--- src/design/ethl4_pkg.sv ---
package ethl4_pkg;

	// Byte counter width (11 to 16) and its saturation value
	localparam int COUNT_BITS = 16;
	typedef logic [COUNT_BITS-1:0] count_t;
	localparam count_t COUNT_MAX = {COUNT_BITS{1'b1}};

	// Output field widths fixed by the result format
	localparam int STATUS_W = 3;
	localparam int PORT_W   = 16;
	localparam int ADDR_W   = 32;
	localparam int OFFS_W   = 16;

	// Header geometry
	localparam int ETH_HDR_LEN = 14;
	localparam int TCP_MIN_LEN = 20;
	localparam int UDP_HDR_LEN = 8;
	localparam int HDR_END_W   = 7;   // 14 + 4 * 15 fits in 7 bits
	localparam int XPORT_END_W = 8;   // header end plus up to 60 TCP bytes

	localparam logic [15:0] ETHERTYPE_IPV4 = 16'h0800;
	localparam logic [7:0]  PROTO_TCP      = 8'd6;
	localparam logic [7:0]  PROTO_UDP      = 8'd17;

	// Fixed byte positions within the frame
	localparam count_t POS_TYPE_HI   = count_t'(12);
	localparam count_t POS_TYPE_LO   = count_t'(13);
	localparam count_t POS_IHL       = count_t'(14);
	localparam count_t POS_PROTO     = count_t'(23);
	localparam count_t POS_SRC_FIRST = count_t'(26);
	localparam count_t POS_SRC_LAST  = count_t'(29);
	localparam count_t POS_DST_FIRST = count_t'(30);
	localparam count_t POS_DST_LAST  = count_t'(33);

	// Positions relative to the transport header start
	localparam count_t REL_SPORT_LAST = count_t'(1);
	localparam count_t REL_DPORT_LAST = count_t'(3);
	localparam count_t REL_TCP_OFFS   = count_t'(12);

	typedef enum logic [STATUS_W-1:0] {
		ST_OK        = 3'd0,
		ST_SHORT_ETH = 3'd1,
		ST_NOT_IPV4  = 3'd2,
		ST_TRUNC_IP  = 3'd3,
		ST_TRUNC_TCP = 3'd4,
		ST_BAD_TCP   = 3'd5,
		ST_TRUNC_UDP = 3'd6
	} status_t;

	// Header fields of the current frame, including the word in flight
	typedef struct packed {
		count_t              frame_len;
		logic [15:0]         ether_kind;
		logic [3:0]          ip_words;
		logic [7:0]          proto;
		logic [ADDR_W-1:0]   src_addr;
		logic [ADDR_W-1:0]   dst_addr;
		logic [PORT_W-1:0]   sport;
		logic [PORT_W-1:0]   dport;
		logic [3:0]          tcp_words;
	} hdr_fields_t;

endpackage

--- src/design/ethl4_capture.sv ---
module ethl4_capture (
	input  logic                   clk,
	input  logic                   arst_n,
	input  logic                   load,
	input  logic [7:0]             frame_byte,
	input  logic                   frame_end,
	input  logic                   advance,
	output logic                   s1_valid,
	output logic                   s1_end,
	output ethl4_pkg::hdr_fields_t fields
);

	logic                 valid_s1;
	logic                 end_s1;
	logic [7:0]           byte_s1;

	ethl4_pkg::count_t    count_q;
	logic [15:0]          ether_q;
	logic [3:0]           ipw_q;
	logic [7:0]           proto_q;
	logic [31:0]          src_q;
	logic [31:0]          dst_q;
	logic [15:0]          sport_q;
	logic [15:0]          dport_q;
	logic [3:0]           tcpw_q;

	ethl4_pkg::count_t    pos;
	logic [3:0]           ipw_n;
	logic [ethl4_pkg::HDR_END_W-1:0] base;
	ethl4_pkg::count_t    base_ext;
	ethl4_pkg::count_t    rel;
	ethl4_pkg::hdr_fields_t nxt;

	// Hold the incoming word until the header logic takes it
	always_ff @(posedge clk or negedge arst_n) begin
		if (!arst_n) begin
			valid_s1 <= 1'b0;
		end else if (load) begin
			valid_s1 <= 1'b1;
		end else if (advance) begin
			valid_s1 <= 1'b0;
		end
	end

	always_ff @(posedge clk) begin
		if (load) begin
			byte_s1 <= frame_byte;
			end_s1  <= frame_end;
		end
	end

	// Decode the word against its position in the frame
	assign pos      = count_q;
	assign ipw_n    = (pos == ethl4_pkg::POS_IHL) ? byte_s1[3:0] : ipw_q;
	assign base     = ethl4_pkg::HDR_END_W'(ethl4_pkg::ETH_HDR_LEN) + {1'b0, ipw_n, 2'b00};
	assign base_ext = ethl4_pkg::count_t'(base);
	assign rel      = pos - base_ext;

	always_comb begin
		nxt.frame_len  = (pos != ethl4_pkg::COUNT_MAX) ? pos + 1'b1 : pos;
		nxt.ether_kind = ether_q;
		nxt.ip_words   = ipw_n;
		nxt.proto      = proto_q;
		nxt.src_addr   = src_q;
		nxt.dst_addr   = dst_q;
		nxt.sport      = sport_q;
		nxt.dport      = dport_q;
		nxt.tcp_words  = tcpw_q;

		if (pos == ethl4_pkg::POS_TYPE_HI) begin
			nxt.ether_kind = {byte_s1, 8'h00};
		end
		if (pos == ethl4_pkg::POS_TYPE_LO) begin
			nxt.ether_kind = ether_q | {8'h00, byte_s1};
		end
		if (pos == ethl4_pkg::POS_PROTO) begin
			nxt.proto = byte_s1;
		end
		if (pos >= ethl4_pkg::POS_SRC_FIRST && pos <= ethl4_pkg::POS_SRC_LAST) begin
			nxt.src_addr = {src_q[23:0], byte_s1};
		end
		if (pos >= ethl4_pkg::POS_DST_FIRST && pos <= ethl4_pkg::POS_DST_LAST) begin
			nxt.dst_addr = {dst_q[23:0], byte_s1};
		end

		// Transport header fields, relative to the end of the IP header
		if (pos >= base_ext) begin
			priority if (rel <= ethl4_pkg::REL_SPORT_LAST) begin
				nxt.sport = {sport_q[7:0], byte_s1};
			end else if (rel <= ethl4_pkg::REL_DPORT_LAST) begin
				nxt.dport = {dport_q[7:0], byte_s1};
			end else if (rel == ethl4_pkg::REL_TCP_OFFS) begin
				nxt.tcp_words = byte_s1[7:4];
			end else begin
				nxt.tcp_words = tcpw_q;
			end
		end
	end

	// Advance the frame state; clear it after the last word
	always_ff @(posedge clk or negedge arst_n) begin
		if (!arst_n) begin
			count_q <= '0;
			ether_q <= '0;
			ipw_q   <= '0;
			proto_q <= '0;
			src_q   <= '0;
			dst_q   <= '0;
			sport_q <= '0;
			dport_q <= '0;
			tcpw_q  <= '0;
		end else if (advance) begin
			if (end_s1) begin
				count_q <= '0;
				ether_q <= '0;
				ipw_q   <= '0;
				proto_q <= '0;
				src_q   <= '0;
				dst_q   <= '0;
				sport_q <= '0;
				dport_q <= '0;
				tcpw_q  <= '0;
			end else begin
				count_q <= nxt.frame_len;
				ether_q <= nxt.ether_kind;
				ipw_q   <= nxt.ip_words;
				proto_q <= nxt.proto;
				src_q   <= nxt.src_addr;
				dst_q   <= nxt.dst_addr;
				sport_q <= nxt.sport;
				dport_q <= nxt.dport;
				tcpw_q  <= nxt.tcp_words;
			end
		end
	end

	assign s1_valid = valid_s1;
	assign s1_end   = end_s1;
	assign fields   = nxt;

endmodule

--- src/design/ethl4_verdict.sv ---
module ethl4_verdict (
	input  logic                   clk,
	input  logic                   arst_n,
	input  logic                   result_load,
	input  ethl4_pkg::hdr_fields_t fields,
	input  logic                   out_stall,
	output logic                   out_valid,
	output logic [2:0]             parse_status,
	output logic [7:0]             ip_protocol,
	output logic [31:0]            source_address,
	output logic [31:0]            dest_address,
	output logic [15:0]            source_port,
	output logic [15:0]            dest_port,
	output logic [15:0]            payload_offset,
	output logic [15:0]            payload_length
);

	localparam int HW = ethl4_pkg::HDR_END_W;
	localparam int XW = ethl4_pkg::XPORT_END_W;

	logic [5:0]                ip_len;
	logic [5:0]                tcp_len;
	logic [HW-1:0]             hdr_end;
	ethl4_pkg::count_t         len;
	ethl4_pkg::count_t         tlen;
	ethl4_pkg::count_t         tcp_len_ext;

	ethl4_pkg::status_t        st;
	logic [7:0]                proto;
	logic [31:0]               sa;
	logic [31:0]               da;
	logic [15:0]               sp;
	logic [15:0]               dp;
	logic [XW-1:0]             poff;
	ethl4_pkg::count_t         plen;

	logic                      valid_q;
	ethl4_pkg::status_t        status_q;
	logic [7:0]                proto_q;
	logic [31:0]               sa_q;
	logic [31:0]               da_q;
	logic [15:0]               sp_q;
	logic [15:0]               dp_q;
	logic [15:0]               poff_q;
	logic [15:0]               plen_q;

	// Header lengths in bytes
	assign len         = fields.frame_len;
	assign ip_len      = {fields.ip_words, 2'b00};
	assign tcp_len     = {fields.tcp_words, 2'b00};
	assign tcp_len_ext = ethl4_pkg::count_t'(tcp_len);
	assign hdr_end     = HW'(ethl4_pkg::ETH_HDR_LEN) + {1'b0, ip_len};
	assign tlen        = len - ethl4_pkg::count_t'(hdr_end);

	// Run the checks in order and select the summary fields
	always_comb begin
		st    = ethl4_pkg::ST_OK;
		proto = '0;
		sa    = '0;
		da    = '0;
		sp    = '0;
		dp    = '0;
		poff  = '0;
		plen  = '0;
		priority if (len < ethl4_pkg::count_t'(ethl4_pkg::ETH_HDR_LEN)) begin
			st = ethl4_pkg::ST_SHORT_ETH;
		end else if (fields.ether_kind != ethl4_pkg::ETHERTYPE_IPV4) begin
			st = ethl4_pkg::ST_NOT_IPV4;
		end else if (len <= ethl4_pkg::count_t'(ethl4_pkg::ETH_HDR_LEN)
				|| ethl4_pkg::count_t'(hdr_end) > len) begin
			st = ethl4_pkg::ST_TRUNC_IP;
		end else begin
			proto = fields.proto;
			sa    = fields.src_addr;
			da    = fields.dst_addr;
			priority if (fields.proto == ethl4_pkg::PROTO_TCP) begin
				priority if (tlen < ethl4_pkg::count_t'(ethl4_pkg::TCP_MIN_LEN)) begin
					st = ethl4_pkg::ST_TRUNC_TCP;
				end else begin
					sp = fields.sport;
					dp = fields.dport;
					if (tcp_len < 6'(ethl4_pkg::TCP_MIN_LEN) || tcp_len_ext > tlen) begin
						st = ethl4_pkg::ST_BAD_TCP;
					end else begin
						poff = XW'(hdr_end) + XW'(tcp_len);
						plen = tlen - tcp_len_ext;
					end
				end
			end else if (fields.proto == ethl4_pkg::PROTO_UDP) begin
				if (tlen < ethl4_pkg::count_t'(ethl4_pkg::UDP_HDR_LEN)) begin
					st = ethl4_pkg::ST_TRUNC_UDP;
				end else begin
					sp   = fields.sport;
					dp   = fields.dport;
					poff = XW'(hdr_end) + XW'(ethl4_pkg::UDP_HDR_LEN);
					plen = tlen - ethl4_pkg::count_t'(ethl4_pkg::UDP_HDR_LEN);
				end
			end else begin
				poff = XW'(hdr_end);
				plen = tlen;
			end
		end
	end

	// Hold the result word until it is taken
	always_ff @(posedge clk or negedge arst_n) begin
		if (!arst_n) begin
			valid_q <= 1'b0;
		end else if (result_load) begin
			valid_q <= 1'b1;
		end else if (!out_stall) begin
			valid_q <= 1'b0;
		end
	end

	always_ff @(posedge clk) begin
		if (result_load) begin
			status_q <= st;
			proto_q  <= proto;
			sa_q     <= sa;
			da_q     <= da;
			sp_q     <= sp;
			dp_q     <= dp;
			poff_q   <= 16'(poff);
			plen_q   <= 16'(plen);
		end
	end

	assign out_valid      = valid_q;
	assign parse_status   = status_q;
	assign ip_protocol    = proto_q;
	assign source_address = sa_q;
	assign dest_address   = da_q;
	assign source_port    = sp_q;
	assign dest_port      = dp_q;
	assign payload_offset = poff_q;
	assign payload_length = plen_q;

endmodule

--- src/design/eth_ipv4_l4_header_parser.sv ---
// A last byte is held in the capture register; its frame's result then goes to the output register.
// Throughput: one frame byte per cycle; a frame's result leaves through a one-word output register.
// Bytes keep flowing while a result waits; only a second last byte stalls behind a held result.
// Reset (arst_n low, asynchronous): drops any held byte and result and clears all frame state.
module eth_ipv4_l4_header_parser (
	input  logic        clk,
	input  logic        arst_n,
	input  logic        in_valid,
	output logic        in_stall,
	input  logic [7:0]  frame_byte,
	input  logic        frame_end,
	output logic        out_valid,
	input  logic        out_stall,
	output logic [2:0]  parse_status,
	output logic [7:0]  ip_protocol,
	output logic [31:0] source_address,
	output logic [31:0] dest_address,
	output logic [15:0] source_port,
	output logic [15:0] dest_port,
	output logic [15:0] payload_offset,
	output logic [15:0] payload_length
);

	logic                   s1_valid;
	logic                   s1_end;
	logic                   out_free;
	logic                   advance;
	logic                   load;
	ethl4_pkg::hdr_fields_t fields;

	// Advance the held byte unless it closes a frame and the result slot is full
	assign out_free = !out_valid || !out_stall;
	assign advance  = s1_valid && (!s1_end || out_free);
	assign in_stall = s1_valid && !advance;
	assign load     = in_valid && !in_stall;

	ethl4_capture u_capture (
		.clk        (clk),
		.arst_n     (arst_n),
		.load       (load),
		.frame_byte (frame_byte),
		.frame_end  (frame_end),
		.advance    (advance),
		.s1_valid   (s1_valid),
		.s1_end     (s1_end),
		.fields     (fields)
	);

	ethl4_verdict u_verdict (
		.clk            (clk),
		.arst_n         (arst_n),
		.result_load    (advance && s1_end),
		.fields         (fields),
		.out_stall      (out_stall),
		.out_valid      (out_valid),
		.parse_status   (parse_status),
		.ip_protocol    (ip_protocol),
		.source_address (source_address),
		.dest_address   (dest_address),
		.source_port    (source_port),
		.dest_port      (dest_port),
		.payload_offset (payload_offset),
		.payload_length (payload_length)
	);

endmodule

--- config.mk ---
export PLATFORM = sky130hd
export DESIGN_NAME = eth_ipv4_l4_header_parser
export DESIGN_NICKNAME = d
export VERILOG_FILES = /design/src/design/ethl4_pkg.sv /design/src/design/ethl4_capture.sv /design/src/design/ethl4_verdict.sv /design/src/design/eth_ipv4_l4_header_parser.sv
export SDC_FILE = /design/constraint.sdc
export NUM_CORES = 1
export LEC_CHECK = 0
export BUFFER_PORTS_ARGS = -buffer_cell sky130_fd_sc_hd__buf_4
export CORE_MARGIN = 2
export CORE_UTILIZATION = 54
export CTS_CLUSTER_DIAMETER = 100
export DETAILED_ROUTE_END_ITERATION = 7
export PLACE_DENSITY = 0.88
export SYNTH_ARGS = -nofsm -noshare
export SYNTH_HDL_FRONTEND = slang
export SYNTH_SLANG_ARGS = --single-unit
--- constraint.sdc ---
create_clock -name clk -period 6.6 [get_ports clk]
set_input_delay 1.32 -clock clk [delete_from_list [all_inputs] [get_ports clk]]
set_output_delay 1.32 -clock clk [all_outputs]
set_load 0.01 [all_outputs]
==> impl_metrics.prom, run 1 <==
# TYPE chip_impl_metric gauge
chip_impl_metric{name="slew_headroom",unit=""} 0.150
chip_impl_info{name="clock_tree.root_cell",value="sky130_fd_sc_hd__clkbuf_16"} 1
chip_impl_metric{name="yosys_warnings",unit=""} 0
chip_impl_metric{name="cellLeakagePower",unit="nW"} 6.95
chip_impl_info{name="rsz0062_at_grt",value="yes"} 1
chip_impl_metric{name="final-max-slew-violation-count",unit=""} 0
chip_impl_metric{name="holdWs",unit="ns"} 0.488
chip_impl_metric{name="clock_path_buffers",unit=""} 3
chip_impl_metric{name="finalSetupViolations",unit=""} 0
chip_impl_metric{name="utilization",unit=""} 0.650
chip_impl_metric{name="detail_route.vias_per_cell",unit=""} 6.13
chip_impl_metric{name="worst_vdd_rail_ir_drop",unit="V"} 0.000260
chip_impl_metric{name="detail_route.iter0.violations",unit=""} 1670
chip_impl_metric{name="dieWidth",unit="um"} 170
chip_impl_metric{name="global_route.overflow_total",unit=""} 0
chip_impl_metric{name="hpwlAfterDp",unit="um"} 27500
chip_impl_metric{name="final_layout_size_suffix_gt1_frac",unit=""} 0.170
chip_impl_metric{name="final_antenna_net_count",unit=""} 0
chip_impl_metric{name="fmax",unit="MHz"} 159
chip_impl_metric{name="grt_start_max_net_pins",unit=""} 91
chip_impl_metric{name="final_hold_viol_count",unit=""} 0
chip_impl_metric{name="groute.usage.overall",unit=""} 0.279
chip_impl_metric{name="sum_of_negative_setup_slack",unit="ns"} 0
chip_impl_metric{name="edff_count_synth",unit=""} 139
chip_impl_metric{name="n_antenna_cell",unit=""} 0
chip_impl_metric{name="timing.final.ws_setup",unit="ns"} 0.298
chip_impl_metric{name="clock_sinks",unit=""} 285
chip_impl_metric{name="drt-wirelength-per-cell",unit="um"} 19.6
chip_impl_metric{name="tightest_slew",unit="ns"} 1.27
chip_impl_metric{name="antenna_found_initial",unit=""} 0
chip_impl_info{name="critPathLaunchType",value="register"} 1
chip_impl_metric{name="clk_pin_slew",unit="ns"} 0.06
chip_impl_metric{name="i_o_pin_cnt",unit=""} 154
chip_impl_info{name="endpoint_class_of_the_critical_path",value="register"} 1
chip_impl_metric{name="place.gp.congestion",unit=""} 0.953
chip_impl_metric{name="ys_seq_elements",unit=""} 285
chip_impl_metric{name="critical-path-max-stage-delay",unit="ns"} 0.47
chip_impl_info{name="tritoncts_clock_tree",value="built"} 1
chip_impl_metric{name="num_vias",unit=""} 12877
chip_impl_metric{name="floorplan.core_area",unit="um2"} 27100
chip_impl_metric{name="grt_pass1_wl",unit="um"} 64500
chip_impl_metric{name="initial_core_util",unit=""} 0.552
chip_impl_metric{name="grt_pass1_vias",unit=""} 12142
chip_impl_metric{name="io_buf_count",unit=""} 144
chip_impl_metric{name="number_of_max_capacitance_violations_reported",unit=""} 0
chip_impl_info{name="synthFlopType",value="sky130_fd_sc_hd__dfrtp_1"} 1
chip_impl_metric{name="clock_latency_on_the_worst_skew_pair",unit="ns"} 0.56
chip_impl_metric{name="syn-instance-count",unit=""} 1579
chip_impl_metric{name="finalWorstPathRequiredPeriod",unit="ns"} 6.30
chip_impl_metric{name="period_share",unit=""} 0.955
chip_impl_info{name="hp-class",value="reg -> reg"} 1
chip_impl_metric{name="design.die.area",unit="um2"} 29100
chip_impl_metric{name="preCtsSetupSlack",unit="ns"} -0.00775
chip_impl_metric{name="critical_path_arrival",unit="ns"} 6.61
chip_impl_metric{name="syn_area_per_cell",unit="um2"} 9.48
chip_impl_metric{name="design.final.nets",unit=""} 1746
chip_impl_metric{name="critical_path_peak_fanout",unit=""} 8
chip_impl_info{name="result_of_the_run",value="finished, final reports clean"} 1
chip_impl_metric{name="area_delta_synth_final",unit="%"} 17.6
chip_impl_metric{name="die_height",unit="um"} 170
chip_impl_metric{name="synth.cell_area",unit="um2"} 15000
chip_impl_info{name="critical_path_class",value="reg -> reg"} 1
chip_impl_metric{name="synth-async-reset-ratio",unit=""} 0.512
chip_impl_metric{name="reg2reg_setup_slack",unit="ns"} 0.30
chip_impl_metric{name="cts_made_buffers",unit=""} 30
chip_impl_metric{name="placement.cell_area",unit="um2"} 16400
chip_impl_metric{name="detail_route.wirelength",unit="um"} 41300
chip_impl_metric{name="cp_data_required_time",unit="ns"} 6.91
chip_impl_metric{name="dr.pass1.iters",unit=""} 6
chip_impl_metric{name="htree_num_levels",unit=""} 1
chip_impl_metric{name="synth.yosys.seq_area_share",unit=""} 0.523
chip_impl_metric{name="placementRows",unit=""} 60
chip_impl_metric{name="post-route-cell-area",unit="um2"} 17600
chip_impl_metric{name="route.detailed.drc",unit=""} 0
chip_impl_metric{name="total_power_divided_by_cell_area",unit="nW/um2"} 246
chip_impl_info{name="crit_slowest_cell",value="sky130_fd_sc_hd__or3b_2"} 1
chip_impl_metric{name="synth_cell_type_count",unit=""} 83
chip_impl_metric{name="final_clock_skew",unit="ns"} 0.0264
repair_timing:
action,in CTS,in global routing
setup endpoints to repair,2,25
pin swaps,2,9
buffers inserted,1,7
cloned,0,1
hold buffers,0,0
resized for setup,1,25
cell usage after synthesis (all sizes together), types with 3 or more instances:
library cell,n,area [um2]
a2111oi,4,60.1
a211oi,5,42.5
a21boi,64,480
a21o,7,52.6
a21oi,135,676
a22o,20,175
a22oi,4,30.0
a31o,4,43.8
a31oi,5,31.3
and2,16,100
and3,12,75.1
buf,26,158
clkbuf,83,312
dfrtp,146,3650
edfxtp,139,4170
fa,4,80.1
ha,23,288
inv,26,97.6
maj3,3,30.0
mux2,5,60.1
mux2i,18,180
nand2,348,1310
nand2b,13,81.3
nand3,20,100
nand4,23,144
nand4b,4,35.0
nor2,87,327
nor2b,5,31.3
nor3,23,115
nor4,13,111
o211ai,6,45.0
o21a,8,60.1
o21ai,151,756
o21bai,7,52.6
o22a,4,35.0
o22ai,14,87.6
o31a,3,26.3
o31ai,9,86.3
or2,10,62.6
or3,7,43.8
or4,7,60.1
xnor2,27,236
xor2,11,96.3
power by group:
group | internal (W) | leakage [nW] | switching (W)
Combinational | 0.000188 | 3.15 | 0.000308
Sequential | 0.00202 | 3.33 | 0.000135
Clock | 0.00100 | 0.477 | 0.000691
Total | 0.00321 | 6.95 | 0.00113
per-stage QoR:
stage | std cells | total power, W
floorplan | 1587 | 0.00246
CTS | 2094 | 0.00434
global route | 2102 | 0.00450
global placement | 2037 | 0.00263
detailed placement | 2037 | 0.00266
finish | 2102 | 0.00434
per-layer routing:
metal	global-route usage	part of all wire
met5	0	0
met4	0.0914	0.029
met3	0.0481	0.078
met2	0.461	0.49
met1	0.377	0.40
area by class of cell:
class / count / area [um2]
tap: 372 / 465
multi-input combinational: 1167 / 6720
inverter: 26 / 97.6
clock buffer: 45 / 888
sequential: 285 / 7830
fill: 2067 / 9490
timing repair buffer: 196 / 1500
clock inverter: 11 / 108
flip-flops by register name, summed over array words and instances, names as in the netlist, 16 cells and up:
name,cells
u_capture.count_q,16
u_capture.ether_q,16
u_verdict.dest_address,32
u_verdict.payload_length,16
u_verdict.dest_port,16
u_verdict.source_address,32
u_capture.sport_q,16
u_verdict.source_port,16
u_capture.dport_q,16
u_capture.dst_q,32
u_capture.src_q,32
final timing paths:
kind,endpoint,cells after the start,startpoint
hold reg to reg,u_capture.src_q[29],2,u_capture.src_q[29]
hold / removal,u_capture.src_q[29],2,u_capture.src_q[29]
max in group asynchronous,u_capture.dst_q[0],2,arst_n
min in group asynchronous,u_capture.sport_q[8],1,arst_n
setup reg to reg,u_verdict.payload_length[13],27,u_capture.count_q[0]
setup / recovery,u_verdict.payload_length[13],27,u_capture.count_q[0]
cells in the final DEF (no fill, tap or decap), drive strengths merged, types with 10 or more instances in the layout:
master and instances:
and3 12, clkbuf 45, dfrtp 146, mux2i 18, o21ai 151, xor2 11
nor3 23, or2 10, nand2b 13, nor2 87, buf 195, nor4 13
ha 23, edfxtp 139, a21oi 135, a22o 20, nand4 23, nand2 348
inv 26, xnor2 27, nand3 20, and2 16, o22ai 14, a21boi 64
logic make-up after synthesis:
logic type                 synth area share
AOI/OAI and AO/OA                     0.194
xor gates and xnor gates             0.0222
adders and majority gates            0.0266
buffers and inverters                0.0379
DFF                                   0.523
muxes                                0.0161
other                              0.000251
and+or+nand+nor                       0.180
worst max-delay path: cells and delay by family (launching register included):
family | cells | cell delay (ns)
XOR/XNOR | 1 | 0.18
multiplexers | 2 | 0.51
flip-flops | 1 | 0.37
adder cells (fa/ha/maj) | 4 | 1.18
buffers and inverters | 5 | 0.84
AND/OR/NAND/NOR | 8 | 1.34
AO/OA/AOI/OAI | 7 | 1.60
Note: power is estimated with default switching activity, not from simulation.
==> inputs of run 2 (changes only) <==
--- a/config.mk
+++ b/config.mk
@@ -7,10 +7,11 @@
 export LEC_CHECK = 0
 export BUFFER_PORTS_ARGS = -buffer_cell sky130_fd_sc_hd__buf_4
 export CORE_MARGIN = 2
-export CORE_UTILIZATION = 54
+export CORE_UTILIZATION = 55
+export CTS_BUF_LIST = sky130_fd_sc_hd__clkbuf_4 sky130_fd_sc_hd__clkbuf_8
 export CTS_CLUSTER_DIAMETER = 100
 export DETAILED_ROUTE_END_ITERATION = 7
-export PLACE_DENSITY = 0.88
+export PLACE_DENSITY = 0.89
 export SYNTH_ARGS = -nofsm -noshare
 export SYNTH_HDL_FRONTEND = slang
 export SYNTH_SLANG_ARGS = --single-unit
==> impl_metrics.prom, run 2 (synthesized netlist as in run 1, its figures left out) <==
# TYPE chip_impl_metric gauge
chip_impl_metric{name="detail_route.vias_per_cell",unit=""} 6.17
chip_impl_metric{name="io_buf_count",unit=""} 144
chip_impl_metric{name="initial_core_util",unit=""} 0.558
chip_impl_metric{name="multi_input_area",unit="um2"} 6770
chip_impl_metric{name="preCtsSetupSlack",unit="ns"} 0.147
chip_impl_metric{name="dieWidth",unit="um"} 169
chip_impl_info{name="result_of_the_run",value="finished, final reports clean"} 1
chip_impl_metric{name="utilization",unit=""} 0.657
chip_impl_info{name="final_cell_mix",value="sky130_fd_sc_hd__nand2_1, sky130_fd_sc_hd__buf_4, sky130_fd_sc_hd__dfrtp_1"} 1
chip_impl_metric{name="timing.final.ws_setup",unit="ns"} 0.270
chip_impl_metric{name="i_o_pin_cnt",unit=""} 154
chip_impl_metric{name="slew_headroom",unit=""} 0.193
chip_impl_metric{name="number_of_max_capacitance_violations_reported",unit=""} 0
chip_impl_metric{name="detail_route.iter0.violations",unit=""} 1750
chip_impl_info{name="clock_tree.root_cell",value="sky130_fd_sc_hd__clkbuf_8"} 1
chip_impl_info{name="layout_commonest_cell",value="sky130_fd_sc_hd__nand2_1"} 1
chip_impl_metric{name="sequential_area",unit="um2"} 7830
chip_impl_metric{name="design.die.area",unit="um2"} 28500
chip_impl_metric{name="finalSetupViolations",unit=""} 0
chip_impl_metric{name="final_antenna_net_count",unit=""} 0
chip_impl_metric{name="switching_share",unit=""} 0.274
chip_impl_metric{name="clock_latency_on_the_worst_skew_pair",unit="ns"} 0.58
chip_impl_metric{name="clk_pin_slew",unit="ns"} 0.06
chip_impl_metric{name="p_int",unit="W"} 0.00309
chip_impl_metric{name="post-route-cell-area",unit="um2"} 17600
chip_impl_metric{name="floorplan.core_area",unit="um2"} 26800
chip_impl_metric{name="cp_data_required_time",unit="ns"} 7.01
chip_impl_info{name="tritoncts_clock_tree",value="built"} 1
chip_impl_metric{name="grt_start_max_net_pins",unit=""} 91
chip_impl_metric{name="global_route.overflow_total",unit=""} 0
chip_impl_info{name="endpoint_class_of_the_critical_path",value="register"} 1
chip_impl_info{name="hp-class",value="reg -> reg"} 1
chip_impl_metric{name="fmax",unit="MHz"} 158
chip_impl_metric{name="antenna_found_initial",unit=""} 0
chip_impl_metric{name="detail_route.wirelength",unit="um"} 40700
chip_impl_metric{name="finalWorstPathRequiredPeriod",unit="ns"} 6.33
chip_impl_metric{name="comb_power_share",unit=""} 0.118
chip_impl_metric{name="grt_pass1_wl",unit="um"} 63800
chip_impl_metric{name="groute.usage.overall",unit=""} 0.278
chip_impl_metric{name="critical_path_peak_fanout",unit=""} 8
chip_impl_metric{name="final_hold_viol_count",unit=""} 0
chip_impl_metric{name="seqPwrFrac",unit=""} 0.506
chip_impl_metric{name="cts-hold-fix-buffers",unit=""} 0
chip_impl_metric{name="total_design_power",unit="W"} 0.00425
chip_impl_metric{name="worst_vdd_rail_ir_drop",unit="V"} 0.000142
chip_impl_metric{name="final_layout_size_suffix_gt1_frac",unit=""} 0.191
chip_impl_metric{name="area_delta_synth_final",unit="%"} 17.7
chip_impl_metric{name="tightest_slew",unit="ns"} 1.21
chip_impl_metric{name="route.detailed.drc",unit=""} 0
chip_impl_metric{name="dr.pass1.iters",unit=""} 8
chip_impl_metric{name="clkPwrFrac",unit=""} 0.377
chip_impl_metric{name="placement.cell_area",unit="um2"} 16400
chip_impl_metric{name="placementRows",unit=""} 60
chip_impl_metric{name="grt_pass1_vias",unit=""} 12136
chip_impl_metric{name="die_height",unit="um"} 169
chip_impl_metric{name="fill_cells",unit=""} 2015
chip_impl_metric{name="n_antenna_cell",unit=""} 0
chip_impl_metric{name="critical-path-max-stage-delay",unit="ns"} 0.48
chip_impl_metric{name="htree_num_levels",unit=""} 2
chip_impl_metric{name="hpwlAfterDp",unit="um"} 27200
chip_impl_metric{name="total_power_divided_by_cell_area",unit="nW/um2"} 241
chip_impl_info{name="crit_slowest_cell",value="sky130_fd_sc_hd__or3b_2"} 1
chip_impl_metric{name="place.gp.congestion",unit=""} 0.969
chip_impl_metric{name="drt-wirelength-per-cell",unit="um"} 19.4
chip_impl_metric{name="design.final.nets",unit=""} 1765
chip_impl_info{name="critPathLaunchType",value="register"} 1
chip_impl_metric{name="final_clock_skew",unit="ns"} 0.0373
chip_impl_metric{name="clock_sinks",unit=""} 285
chip_impl_metric{name="netSwitchingPower",unit="W"} 0.00116
chip_impl_metric{name="cts_made_buffers",unit=""} 48
chip_impl_metric{name="cellLeakagePower",unit="nW"} 7.06
chip_impl_info{name="critical_path_class",value="reg -> reg"} 1
chip_impl_metric{name="clock_path_buffers",unit=""} 3
chip_impl_metric{name="final-max-slew-violation-count",unit=""} 0
chip_impl_metric{name="period_share",unit=""} 0.959
chip_impl_metric{name="num_vias",unit=""} 12989
chip_impl_metric{name="critical_path_arrival",unit="ns"} 6.74
run 2: cell count changes in the layout (fill, tap and decap cells not counted), moves of 3 or more:
cell | before | now
sky130_fd_sc_hd__clkinvlp_4 | 3 | 0
sky130_fd_sc_hd__clkbuf_16 | 31 | 0
sky130_fd_sc_hd__clkinv_2 | 2 | 8
sky130_fd_sc_hd__clkbuf_8 | 6 | 57
sky130_fd_sc_hd__clkbuf_4 | 0 | 16
sky130_fd_sc_hd__clkbuf_1 | 8 | 0
run 2: layout make-up:
type | count | area share
timing repair buffer | 197 | 0.0854
sequential | 285 | 0.444
multi-input combinational | 1167 | 0.384
clock buffer | 73 | 0.0513
inverter | 26 | 0.00554
tap | 341 | 0.0242
clock inverter | 16 | 0.00525
run 2: stage by stage:
stage               std cells  hold WS [ns]  setup TNS [ns]
floorplan                1587         0.442               0
global placement         2009         0.459               0
detailed placement       2009         0.469               0
CTS                      2098         0.483               0
global route             2105         0.510          -0.161
finish                   2105         0.481               0
run 2: what timing repair did:
item / in CTS / in global routing
buffers inserted: 0 / 6
endpoints found under the hold margin: 0 / 0
resized for setup: 0 / 33
endpoints found under the setup margin: 0 / 23
run 2: power groups by stage:
stage	registers [W]	clock network, W	logic, W
after floorplan	0.00216	0	0.000306
after detailed placement	0.00218	0	0.000492
after CTS	0.00214	0.00161	0.000496
final	0.00215	0.00160	0.000500
after global routing	0.00216	0.00169	0.000560
after global placement	0.00217	0	0.000464
run 2: final timing paths:
kind                                            from                     endpoint  slack, ns  cells past startpoint
worst max-delay path            u_capture.count_q[0]  u_verdict.payload_offset[4]       0.27                     25
worst min-delay path             u_capture.dst_q[28]          u_capture.dst_q[28]       0.48                      2
worst max register to register  u_capture.count_q[0]  u_verdict.payload_offset[4]       0.27                     25
worst min register to register   u_capture.dst_q[28]          u_capture.dst_q[28]       0.48                      2
max in group asynchronous                     arst_n          u_capture.src_q[10]       4.46                      2
min in group asynchronous                     arst_n           u_capture.dst_q[3]       0.79                      1
run 2: routing by layer:
metal	GRT usage	vias up	wire, um
met5	0	-	0
met4	0.0967	0	1200
met3	0.0456	104	3370
met2	0.451	716	19900
met1	0.382	6254	16200
li1	-	5915	-
run 2: worst max-delay path: cells and delay by family (launching register included):
family / cells / cell delay [ns]
and+or+nand+nor: 8 / 1.77
AOI/OAI and AO/OA: 6 / 1.13
buffers and inverters: 3 / 0.46
xor gates and xnor gates: 1 / 0.19
DFF: 1 / 0.38
adders and majority gates: 5 / 1.52
muxes: 2 / 0.75
